--- src/sv/swer_pkg.sv ---
// Shared types and constants for the sliding-window exponent recoder.
package swer_pkg;

  // Width of the window_bits register and its value after reset
  localparam int unsigned WB_W = 3;
  localparam logic [WB_W-1:0] WB_RESET = 3'd5;

  // Width of the odd-power table index on the result channel
  localparam int unsigned IDX_W = 4;

  // Result operation codes
  localparam logic OP_SQUARE   = 1'b0;
  localparam logic OP_MULTIPLY = 1'b1;

  // Controller states, one-hot
  typedef enum logic [1:0] {
    ST_IDLE = 2'b01,
    ST_EMIT = 2'b10
  } state_t;

  // Controller to datapath
  typedef struct packed {
    logic load;   // input request taken: update window, load op plan
    logic step;   // result request taken: move to next op
  } cmd_t;

  // Datapath to controller
  typedef struct packed {
    logic has_ops;  // the offered bit causes at least one operation
    logic last;     // current operation is the last of its plan
  } status_t;

endpackage

--- src/sv/swer_if.sv ---
// Channel interfaces: exponent bit input, operation output, configuration write.
interface swer_in_if;
  logic valid;
  logic ready;
  logic exp_bit;
  logic final_bit;

  modport source (output valid, output exp_bit, output final_bit, input ready);
  modport sink   (input valid, input exp_bit, input final_bit, output ready);
endinterface

interface swer_out_if;
  logic       valid;
  logic       ready;
  logic       op_kind;
  logic [3:0] table_index;
  logic       last_op;

  modport source (output valid, output op_kind, output table_index, output last_op,
                  input ready);
  modport sink   (input valid, input op_kind, input table_index, input last_op,
                  output ready);
endinterface

interface swer_cfg_if;
  logic       valid;
  logic       ready;
  logic [2:0] data;

  modport source (output valid, output data, input ready);
  modport sink   (input valid, input data, output ready);
endinterface

--- src/sv/swer_ctrl.sv ---
// Controller: takes one exponent bit, then hands out its operations one by one.
module swer_ctrl (
  input  logic              clk,
  input  logic              rst_n,
  input  logic              in_valid,
  output logic              in_ready,
  output logic              out_valid,
  input  logic              out_ready,
  input  swer_pkg::status_t status,
  output swer_pkg::cmd_t    cmd
);
  import swer_pkg::*;

  state_t state_r, state_nxt;

  // State register
  always_ff @(posedge clk) begin
    if (!rst_n) begin
      state_r <= ST_IDLE;
    end else begin
      state_r <= state_nxt;
    end
  end

  // Handshakes and sequencing
  always_comb begin
    state_nxt = state_r;
    in_ready  = 1'b0;
    out_valid = 1'b0;
    cmd       = '0;
    case (state_r)
      ST_IDLE: begin
        in_ready = 1'b1;
        if (in_valid) begin
          cmd.load = 1'b1;
          if (status.has_ops) begin
            state_nxt = ST_EMIT;
          end
        end
      end
      ST_EMIT: begin
        out_valid = 1'b1;
        if (out_ready) begin
          cmd.step = 1'b1;
          if (status.last) begin
            state_nxt = ST_IDLE;
          end
        end
      end
      default: begin
        state_nxt = ST_IDLE;
      end
    endcase
  end

endmodule

--- src/sv/swer_dp.sv ---
// Datapath: window state, op plan registers and the result fields.
module swer_dp #(
  parameter int unsigned MAX_WINDOW = 5
) (
  input  logic                       clk,
  input  logic                       rst_n,
  input  swer_pkg::cmd_t             cmd,
  input  logic                       exp_bit,
  input  logic                       final_bit,
  input  logic                       cfg_we,
  input  logic [swer_pkg::WB_W-1:0]  cfg_data,
  output logic                       op_kind,
  output logic [swer_pkg::IDX_W-1:0] table_index,
  output logic                       last_op,
  output swer_pkg::status_t          status
);
  import swer_pkg::*;

  // counts reach at most MAX_WINDOW + 1 (operations of a full window)
  localparam int unsigned CW = $clog2(MAX_WINDOW + 2);
  localparam int unsigned VW = MAX_WINDOW;

  logic [WB_W-1:0] window_bits_r;
  logic [CW-1:0]   count_r, sb_r, tz_r;
  logic [VW-1:0]   value_r;

  // op plan for the bit being worked off
  logic [CW-1:0]    k_r, total_r, pos_r;
  logic             mul_r;
  logic [IDX_W-1:0] idx_r;

  logic [WB_W-1:0]       w_eff;
  logic                  open_c, flush_c;
  logic [CW-1:0]         cnt_a, sb_a, tz_a;
  logic [VW:0]           val_sh;
  logic [VW-1:0]         val_a;
  logic [IDX_W+VW-1:0]   idx_wide;
  logic [CW:0]           shamt;
  logic [CW-1:0]         k_c, l_c, total_c;
  logic                  mul_c;

  // Width in force: zero acts as one, too large is clamped
  always_comb begin
    if (window_bits_r == '0) begin
      w_eff = WB_W'(1);
    end else if (window_bits_r > WB_W'(MAX_WINDOW)) begin
      w_eff = WB_W'(MAX_WINDOW);
    end else begin
      w_eff = window_bits_r;
    end
  end

  // Window update for the offered bit
  always_comb begin
    open_c = (count_r != '0) || exp_bit;
    cnt_a  = count_r + CW'(1);
    val_sh = {value_r, exp_bit};
    val_a  = val_sh[VW-1:0];
    if (exp_bit) begin
      sb_a = sb_r + tz_r + CW'(1);
      tz_a = '0;
    end else begin
      sb_a = sb_r;
      tz_a = tz_r + CW'(1);
    end
    flush_c = open_c && ((cnt_a >= CW'(w_eff)) || final_bit);
  end

  // Op plan: a zero outside a window is one plain squaring
  always_comb begin
    shamt    = {1'b0, tz_a} + (CW+1)'(1);
    idx_wide = {{IDX_W{1'b0}}, val_a} >> shamt;
    if (!open_c) begin
      k_c   = CW'(1);
      mul_c = 1'b0;
      l_c   = '0;
    end else if (flush_c) begin
      k_c   = sb_a;
      mul_c = (val_a != '0);
      l_c   = tz_a;
    end else begin
      k_c   = '0;
      mul_c = 1'b0;
      l_c   = '0;
    end
    total_c = k_c + CW'(mul_c) + l_c;
  end

  // Configuration and window state
  always_ff @(posedge clk) begin
    if (!rst_n) begin
      window_bits_r <= WB_RESET;
      count_r       <= '0;
      value_r       <= '0;
      sb_r          <= '0;
      tz_r          <= '0;
    end else begin
      if (cfg_we) begin
        window_bits_r <= cfg_data;
      end
      if (cmd.load && open_c) begin
        if (flush_c) begin
          count_r <= '0;
          value_r <= '0;
          sb_r    <= '0;
          tz_r    <= '0;
        end else begin
          count_r <= cnt_a;
          value_r <= val_a;
          sb_r    <= sb_a;
          tz_r    <= tz_a;
        end
      end
    end
  end

  // Plan registers
  always_ff @(posedge clk) begin
    if (cmd.load) begin
      k_r     <= k_c;
      mul_r   <= mul_c;
      idx_r   <= idx_wide[IDX_W-1:0];
      total_r <= total_c;
      pos_r   <= '0;
    end else if (cmd.step) begin
      pos_r <= pos_r + CW'(1);
    end
  end

  // Result fields: squarings, the multiply after k of them, then the rest
  always_comb begin
    op_kind     = (mul_r && (pos_r == k_r)) ? OP_MULTIPLY : OP_SQUARE;
    table_index = (op_kind == OP_MULTIPLY) ? idx_r : '0;
    last_op     = (pos_r == total_r - CW'(1));
  end

  assign status.has_ops = (total_c != '0);
  assign status.last    = last_op;

endmodule

--- src/sv/sliding_window_exponent_recoder_unit.sv ---
// Top level of the sliding-window exponent recoder.
// Exponent bits enter most significant first, from the top set bit; each bit
// yields the squarings and table multiplies of sliding-window exponentiation,
// with last_op marking the final operation that the bit causes. A bit that
// only extends an open window yields no operation. A bit is taken, then its n
// operations are offered one per cycle while the sink is ready; a flush yields
// up to MAX_WINDOW + 1 operations, since a window that was opened under a
// wider setting may hold up to MAX_WINDOW bits. The datapath holds one bit's
// operation plan at a time in its plan registers, so the next bit is taken
// only after the last operation of the current one. The window_bits register is
// written over the cfg channel; the user must write it only while no request is
// outstanding, which the block itself does not enforce. It resets to 5, 0 acts
// as 1 and values above MAX_WINDOW act as MAX_WINDOW.
module sliding_window_exponent_recoder_unit #(
  parameter int unsigned MAX_WINDOW = 5
) (
  input  logic       clk,
  input  logic       rst_n,
  swer_in_if.sink    in_ch,
  swer_out_if.source out_ch,
  swer_cfg_if.sink   cfg_ch
);
  import swer_pkg::*;

  cmd_t    cmd;
  status_t status;

  // Configuration writes are always taken
  assign cfg_ch.ready = 1'b1;

  swer_ctrl u_ctrl (
    .clk       (clk),
    .rst_n     (rst_n),
    .in_valid  (in_ch.valid),
    .in_ready  (in_ch.ready),
    .out_valid (out_ch.valid),
    .out_ready (out_ch.ready),
    .status    (status),
    .cmd       (cmd)
  );

  swer_dp #(
    .MAX_WINDOW (MAX_WINDOW)
  ) u_dp (
    .clk         (clk),
    .rst_n       (rst_n),
    .cmd         (cmd),
    .exp_bit     (in_ch.exp_bit),
    .final_bit   (in_ch.final_bit),
    .cfg_we      (cfg_ch.valid),
    .cfg_data    (cfg_ch.data),
    .op_kind     (out_ch.op_kind),
    .table_index (out_ch.table_index),
    .last_op     (out_ch.last_op),
    .status      (status)
  );

endmodule

--- src/flat_wrapper.sv ---
// flat-port wrapper written by rule: the top's interface ports become plain ports
module sliding_window_exponent_recoder_unit_flat import swer_pkg::*;
#(
  parameter int unsigned MAX_WINDOW = 5
)
  (clk, rst_n, in_ch_valid, in_ch_exp_bit, in_ch_final_bit, in_ch_ready, out_ch_valid, out_ch_op_kind, out_ch_table_index, out_ch_last_op, out_ch_ready, cfg_ch_valid, cfg_ch_data, cfg_ch_ready);
  swer_in_if in_ch_i ();
  swer_out_if out_ch_i ();
  swer_cfg_if cfg_ch_i ();
  input  logic clk;
  input  logic rst_n;
  input wire logic [$bits(in_ch_i.valid)-1:0] in_ch_valid;
  input wire logic [$bits(in_ch_i.exp_bit)-1:0] in_ch_exp_bit;
  input wire logic [$bits(in_ch_i.final_bit)-1:0] in_ch_final_bit;
  output wire logic [$bits(in_ch_i.ready)-1:0] in_ch_ready;
  output wire logic [$bits(out_ch_i.valid)-1:0] out_ch_valid;
  output wire logic [$bits(out_ch_i.op_kind)-1:0] out_ch_op_kind;
  output wire logic [$bits(out_ch_i.table_index)-1:0] out_ch_table_index;
  output wire logic [$bits(out_ch_i.last_op)-1:0] out_ch_last_op;
  input wire logic [$bits(out_ch_i.ready)-1:0] out_ch_ready;
  input wire logic [$bits(cfg_ch_i.valid)-1:0] cfg_ch_valid;
  input wire logic [$bits(cfg_ch_i.data)-1:0] cfg_ch_data;
  output wire logic [$bits(cfg_ch_i.ready)-1:0] cfg_ch_ready;
  assign in_ch_i.valid = in_ch_valid;
  assign in_ch_i.exp_bit = in_ch_exp_bit;
  assign in_ch_i.final_bit = in_ch_final_bit;
  assign in_ch_ready = in_ch_i.ready;
  assign out_ch_valid = out_ch_i.valid;
  assign out_ch_op_kind = out_ch_i.op_kind;
  assign out_ch_table_index = out_ch_i.table_index;
  assign out_ch_last_op = out_ch_i.last_op;
  assign out_ch_i.ready = out_ch_ready;
  assign cfg_ch_i.valid = cfg_ch_valid;
  assign cfg_ch_i.data = cfg_ch_data;
  assign cfg_ch_ready = cfg_ch_i.ready;
  sliding_window_exponent_recoder_unit #(.MAX_WINDOW(MAX_WINDOW)) u_core (.clk(clk), .rst_n(rst_n), .in_ch(in_ch_i), .out_ch(out_ch_i), .cfg_ch(cfg_ch_i));
endmodule
--- config.mk ---
export PLATFORM = sky130hd
export DESIGN_NAME = sliding_window_exponent_recoder_unit_flat
export DESIGN_NICKNAME = d
export VERILOG_FILES = /design/src/sv/swer_pkg.sv /design/src/sv/swer_if.sv /design/src/sv/swer_ctrl.sv /design/src/sv/swer_dp.sv /design/src/sv/sliding_window_exponent_recoder_unit.sv /design/src/flat_wrapper.sv
export SDC_FILE = /design/constraint.sdc
export NUM_CORES = 1
export LEC_CHECK = 0
export BUFFER_PORTS_ARGS = -buffer_cell sky130_fd_sc_hd__buf_2
export CAP_MARGIN = 15
export CORE_ASPECT_RATIO = 1.4
export CORE_MARGIN = 2
export CORE_UTILIZATION = 30
export CTS_CLUSTER_SIZE = 30
export DETAILED_ROUTE_END_ITERATION = 16
export GPL_TIMING_DRIVEN = 0
export PLACE_DENSITY = 0.56
export SETUP_SLACK_MARGIN = 0.2
export SYNTH_ARGS = -nofsm -noshare
export SYNTH_HDL_FRONTEND = slang
export SYNTH_HIERARCHICAL = 1
export SYNTH_SLANG_ARGS = --single-unit
--- constraint.sdc ---
create_clock -name clk -period 4 [get_ports clk]
set_input_delay 0.4 -clock clk [delete_from_list [all_inputs] [get_ports clk]]
set_output_delay 0.4 -clock clk [all_outputs]
set_load 0.03 [all_outputs]
==> impl_metrics.toml <==
[sta]
fin_crit_sh_pct = 88.91
clock_skew_ns = 0.009508
max_freq_mhz = 281.2
layout_setup_ws_ns = 0.4437
setup_tns_ns = 0
rsz0062_at_grt = "no"
tightest_slew_ns = 0.5038
period_needed_ns = 3.556
relSlewSlack_pct = 66.41
slew_violations = 0
setup_viol = 0
hold_violations = 0

[drt]
drt_wl_total_um = 3378
first_pass_iters = 4
drtIter0Drc = 36
vias_per_cell = 4.642
final_antenna_net_count = 0
drc = 0
wire_per_inst_um = 11.98
top_layer = "met4"
wl_met2_um = 1851
vias = 1309
met1_length_um = 1365
met3_length_um = 79

[power]
internal_power_uw = 564.0
powerDensity_nw_per_um2 = 367.8
power.switching_uw = 209.6
sw_frac_of_total_pct = 27.10
seqPwrFrac_pct = 48.1
combPwrFrac_pct = 19.6
irDropWorstVdd_v = 0.0001661
leakage_uw = 0.0008629
p_clk_share_pct = 32.2
p_total_uw = 773.6

[clock_network]
cts_tree = "done"
ctsResizeCount = 0
cts_buffers = 5
clock_sinks = 32
clk_latency_ns = 0.28
h-tree-depth = 2
cts_buffer_depth = 2
cts_setup_buffers = 0
ctsHoldBuffers = 0
clk_pin_slew_worst_paths_ns = 0.07
root_buffer = "clkbuf_8"

[synth]
synth-seq-area-share_pct = 40.79
async_reset_ff_share_pct = 0
synth_nets = 209
syn-cell-area_um2 = 1841
ys_warn_count = 6
syn_inst = 187
yosys.area.top_type = "dfxtp_1"
synth.area.top_cells = "dfxtp_1 (23%), edfxtp_1 (18%), ha_1 (6.1%)"
ys_types = 49
synth_ff_type = "dfxtp_1"
yosysTopAreaCellShare_pct = 22.84
ys_seq_elements = 32
synth-edff-count = 11
syn_avg_cell_area_um2 = 9.842

[floorplanning]
die_area_um2 = 6787
core_area_um2 = 5904
start_util_pct = 31.17
boundaryPins = 19
rows = 33
dieHeight_um = 96.68
die_x_um = 70.20

[grt]
grt_pass1_vias = 1323
grt_antenna_before_repair = 0
grtUsageTotal_pct = 11.25
grt_pass1_wl_um = 5961
grt_max_degree = 13
overflow = 0

[final_layout]
diodes = 0
num-nets-final = 233
n_fill_cell = 601
syn_to_final_growth_pct = 14.28
final_layout_size_suffix_gt1_share_pct = 20.28
final_area_um2 = 2103

[min_path]
holdPathStages = 2
hp-class = "in2reg"
hp-start = "rst_n"
hold_path_end = "u_core/u_ctrl/state_r[0]"

[critical_path]
crit_path_max_fanout = 6
cp-start-kind = "flip-flop"
end_kind = "flip-flop"
reg2reg_from = "u_core/u_dp/count_r[0]"
worstPathRequired_ns = 4.17
r2r-end = "u_core/u_ctrl/state_r[1]"
r2r_slack_ns = 0.44
path_class = "reg2reg"
arrival_ns = 3.73
reg2regPathDepth = 14

[status]
outcome = "complete, no violations"

[place]
hpwl_um = 2675
io_buffers = 17
gp_congestion = 0.7616
pre_cts_slack_ns = 0.3425
place_area_um2 = 2013

[flow_run]
cap_violations = 0
==> cells in the final DEF (no fill, tap or decap), types with 2 or more instances in the layout <==
cell type,instances
dfxtp_1,21
buf_2,19
nor2_1,19
nand2_1,18
inv_1,14
edfxtp_1,11
ha_1,9
xnor2_1,8
xor2_1,7
clkbuf_8,6
and2_1,6
nand2b_1,5
mux2i_1,5
a21oi_1,5
nor3_1,4
nor2b_1,3
a22oi_1,3
fa_1,3
clkbuf_1,2
buf_4,2
nor2b_4,2
o21ai_0,2
nor3b_1,2
a211oi_2,2
buf_6,2
o21ai_1,2
nor2_2,2
nand3_1,2
a211oi_1,2
a22oi_2,2
a2bb2oi_1,2
==> registers in the layout, summed over array words and instances, names as in the netlist <==
name	count
u_core/u_dp/k_r	3
u_core/u_dp/tz_r	3
u_core/u_dp/window_bits_r	3
u_core/u_dp/count_r	3
u_core/u_dp/sb_r	3
u_core/u_dp/value_r	4
u_core/u_ctrl/state_r	2
u_core/u_dp/total_r	3
u_core/u_dp/mul_r	1
u_core/u_dp/idx_r	4
u_core/u_dp/pos_r	3
==> cell type report <==
cell class / count / area [um2] / share of cell area [%]
flip-flops and latches: 32 / 750.7 / 35.69
multi-input cells: 134 / 985.9 / 46.88
well taps: 70 / 87.58 / 4.164
inverters: 14 / 52.55 / 2.499
clock buffers: 8 / 90.09 / 4.283
plain buffers: 7 / 51.30 / 2.439
repair buffers: 17 / 85.08 / 4.045
==> how the worst max path moves through the flow <==
stage	depth (start not counted)	endpoint	slack [ns]	from
after floorplan	14	u_core/u_ctrl/state_r[1]	0.72	u_core/u_dp/count_r[0]
after global placement	14	u_core/u_ctrl/state_r[1]	0.36	u_core/u_dp/count_r[0]
after detailed placement	14	u_core/u_ctrl/state_r[1]	0.34	u_core/u_dp/count_r[0]
after CTS	14	u_core/u_ctrl/state_r[1]	0.32	u_core/u_dp/count_r[0]
after global routing	14	u_core/u_ctrl/state_r[1]	0.21	u_core/u_dp/count_r[0]
final	14	u_core/u_ctrl/state_r[1]	0.44	u_core/u_dp/count_r[0]
==> critical path, stage by stage, from the launching register on <==
cell and delay, ns:
dfxtp_1 0.36, inv_1 0.08, ha_1 0.33, ha_1 0.29, nand2_1 0.10, o21a_1 0.29, o21ai_1 0.23, inv_1 0.09
fa_1 0.41, inv_1 0.08, fa_1 0.46, nor3b_1 0.22, mux2i_1 0.11, a32o_1 0.27, and2_1 0.15
==> power by group through the flow <==
stage	clock network, uW	logic, uW	registers, uW
2_1_floorplan	0	119	377
6_report	249	152	372
3_5_place_dp	0	155	380
5_1_grt	277	168	375
3_3_place_gp	0	153	379
4_1_cts	259	155	373
==> cell usage after synthesis (all sizes together) (2+ instances only) <==
library cell	n
mux2i	5
edfxtp	11
nor2b	5
buf	7
a2bb2oi	2
a21oi	6
a211oi	4
a22oi	5
fa	3
and2	7
xnor2	8
nor3b	2
o21ai	4
nand2	19
dfxtp	21
xor2	7
nor3	4
inv	14
nand2b	5
ha	9
nor2	21
a21o	2
nand3	2
==> logic make-up (layout without fill, tap and decap cells) <==
logic type               count (synthesis)  count (layout)  synth area share [%]
AO/OA/AOI/OAI                           31              31                 14.14
XOR/XNOR                                15              15                 7.138
adder cells (fa/ha/maj)                 12              12                 9.382
buffers and inverters                   21              46                 5.642
flip-flops                              32              32                 40.79
multiplexers                             5               5                 2.719
other                                    1               1                0.2037
AND/OR/NAND/NOR                         70              70                 19.99
==> stage by stage <==
stage	cells	hold WS [ns]	utilization, %
after floorplan	187	0.4421	-
after global placement	274	0.4593	34.10
after detailed placement	274	0.4690	34.10
after CTS	282	0.3352	35.62
after global routing	282	0.3419	35.62
final	282	0.3407	35.62
==> layer usage <==
| metal | up-vias | global-route usage, % |
|---|---|---|
| met2 | 15 | 20.66 |
| met3 | 4 | 2.813 |
| met4 | 0 | 5.325 |
| li1 | 686 | - |
| met5 | - | 0 |
| met1 | 604 | 11.68 |
No activity file was read; power rests on OpenSTA's default activity.
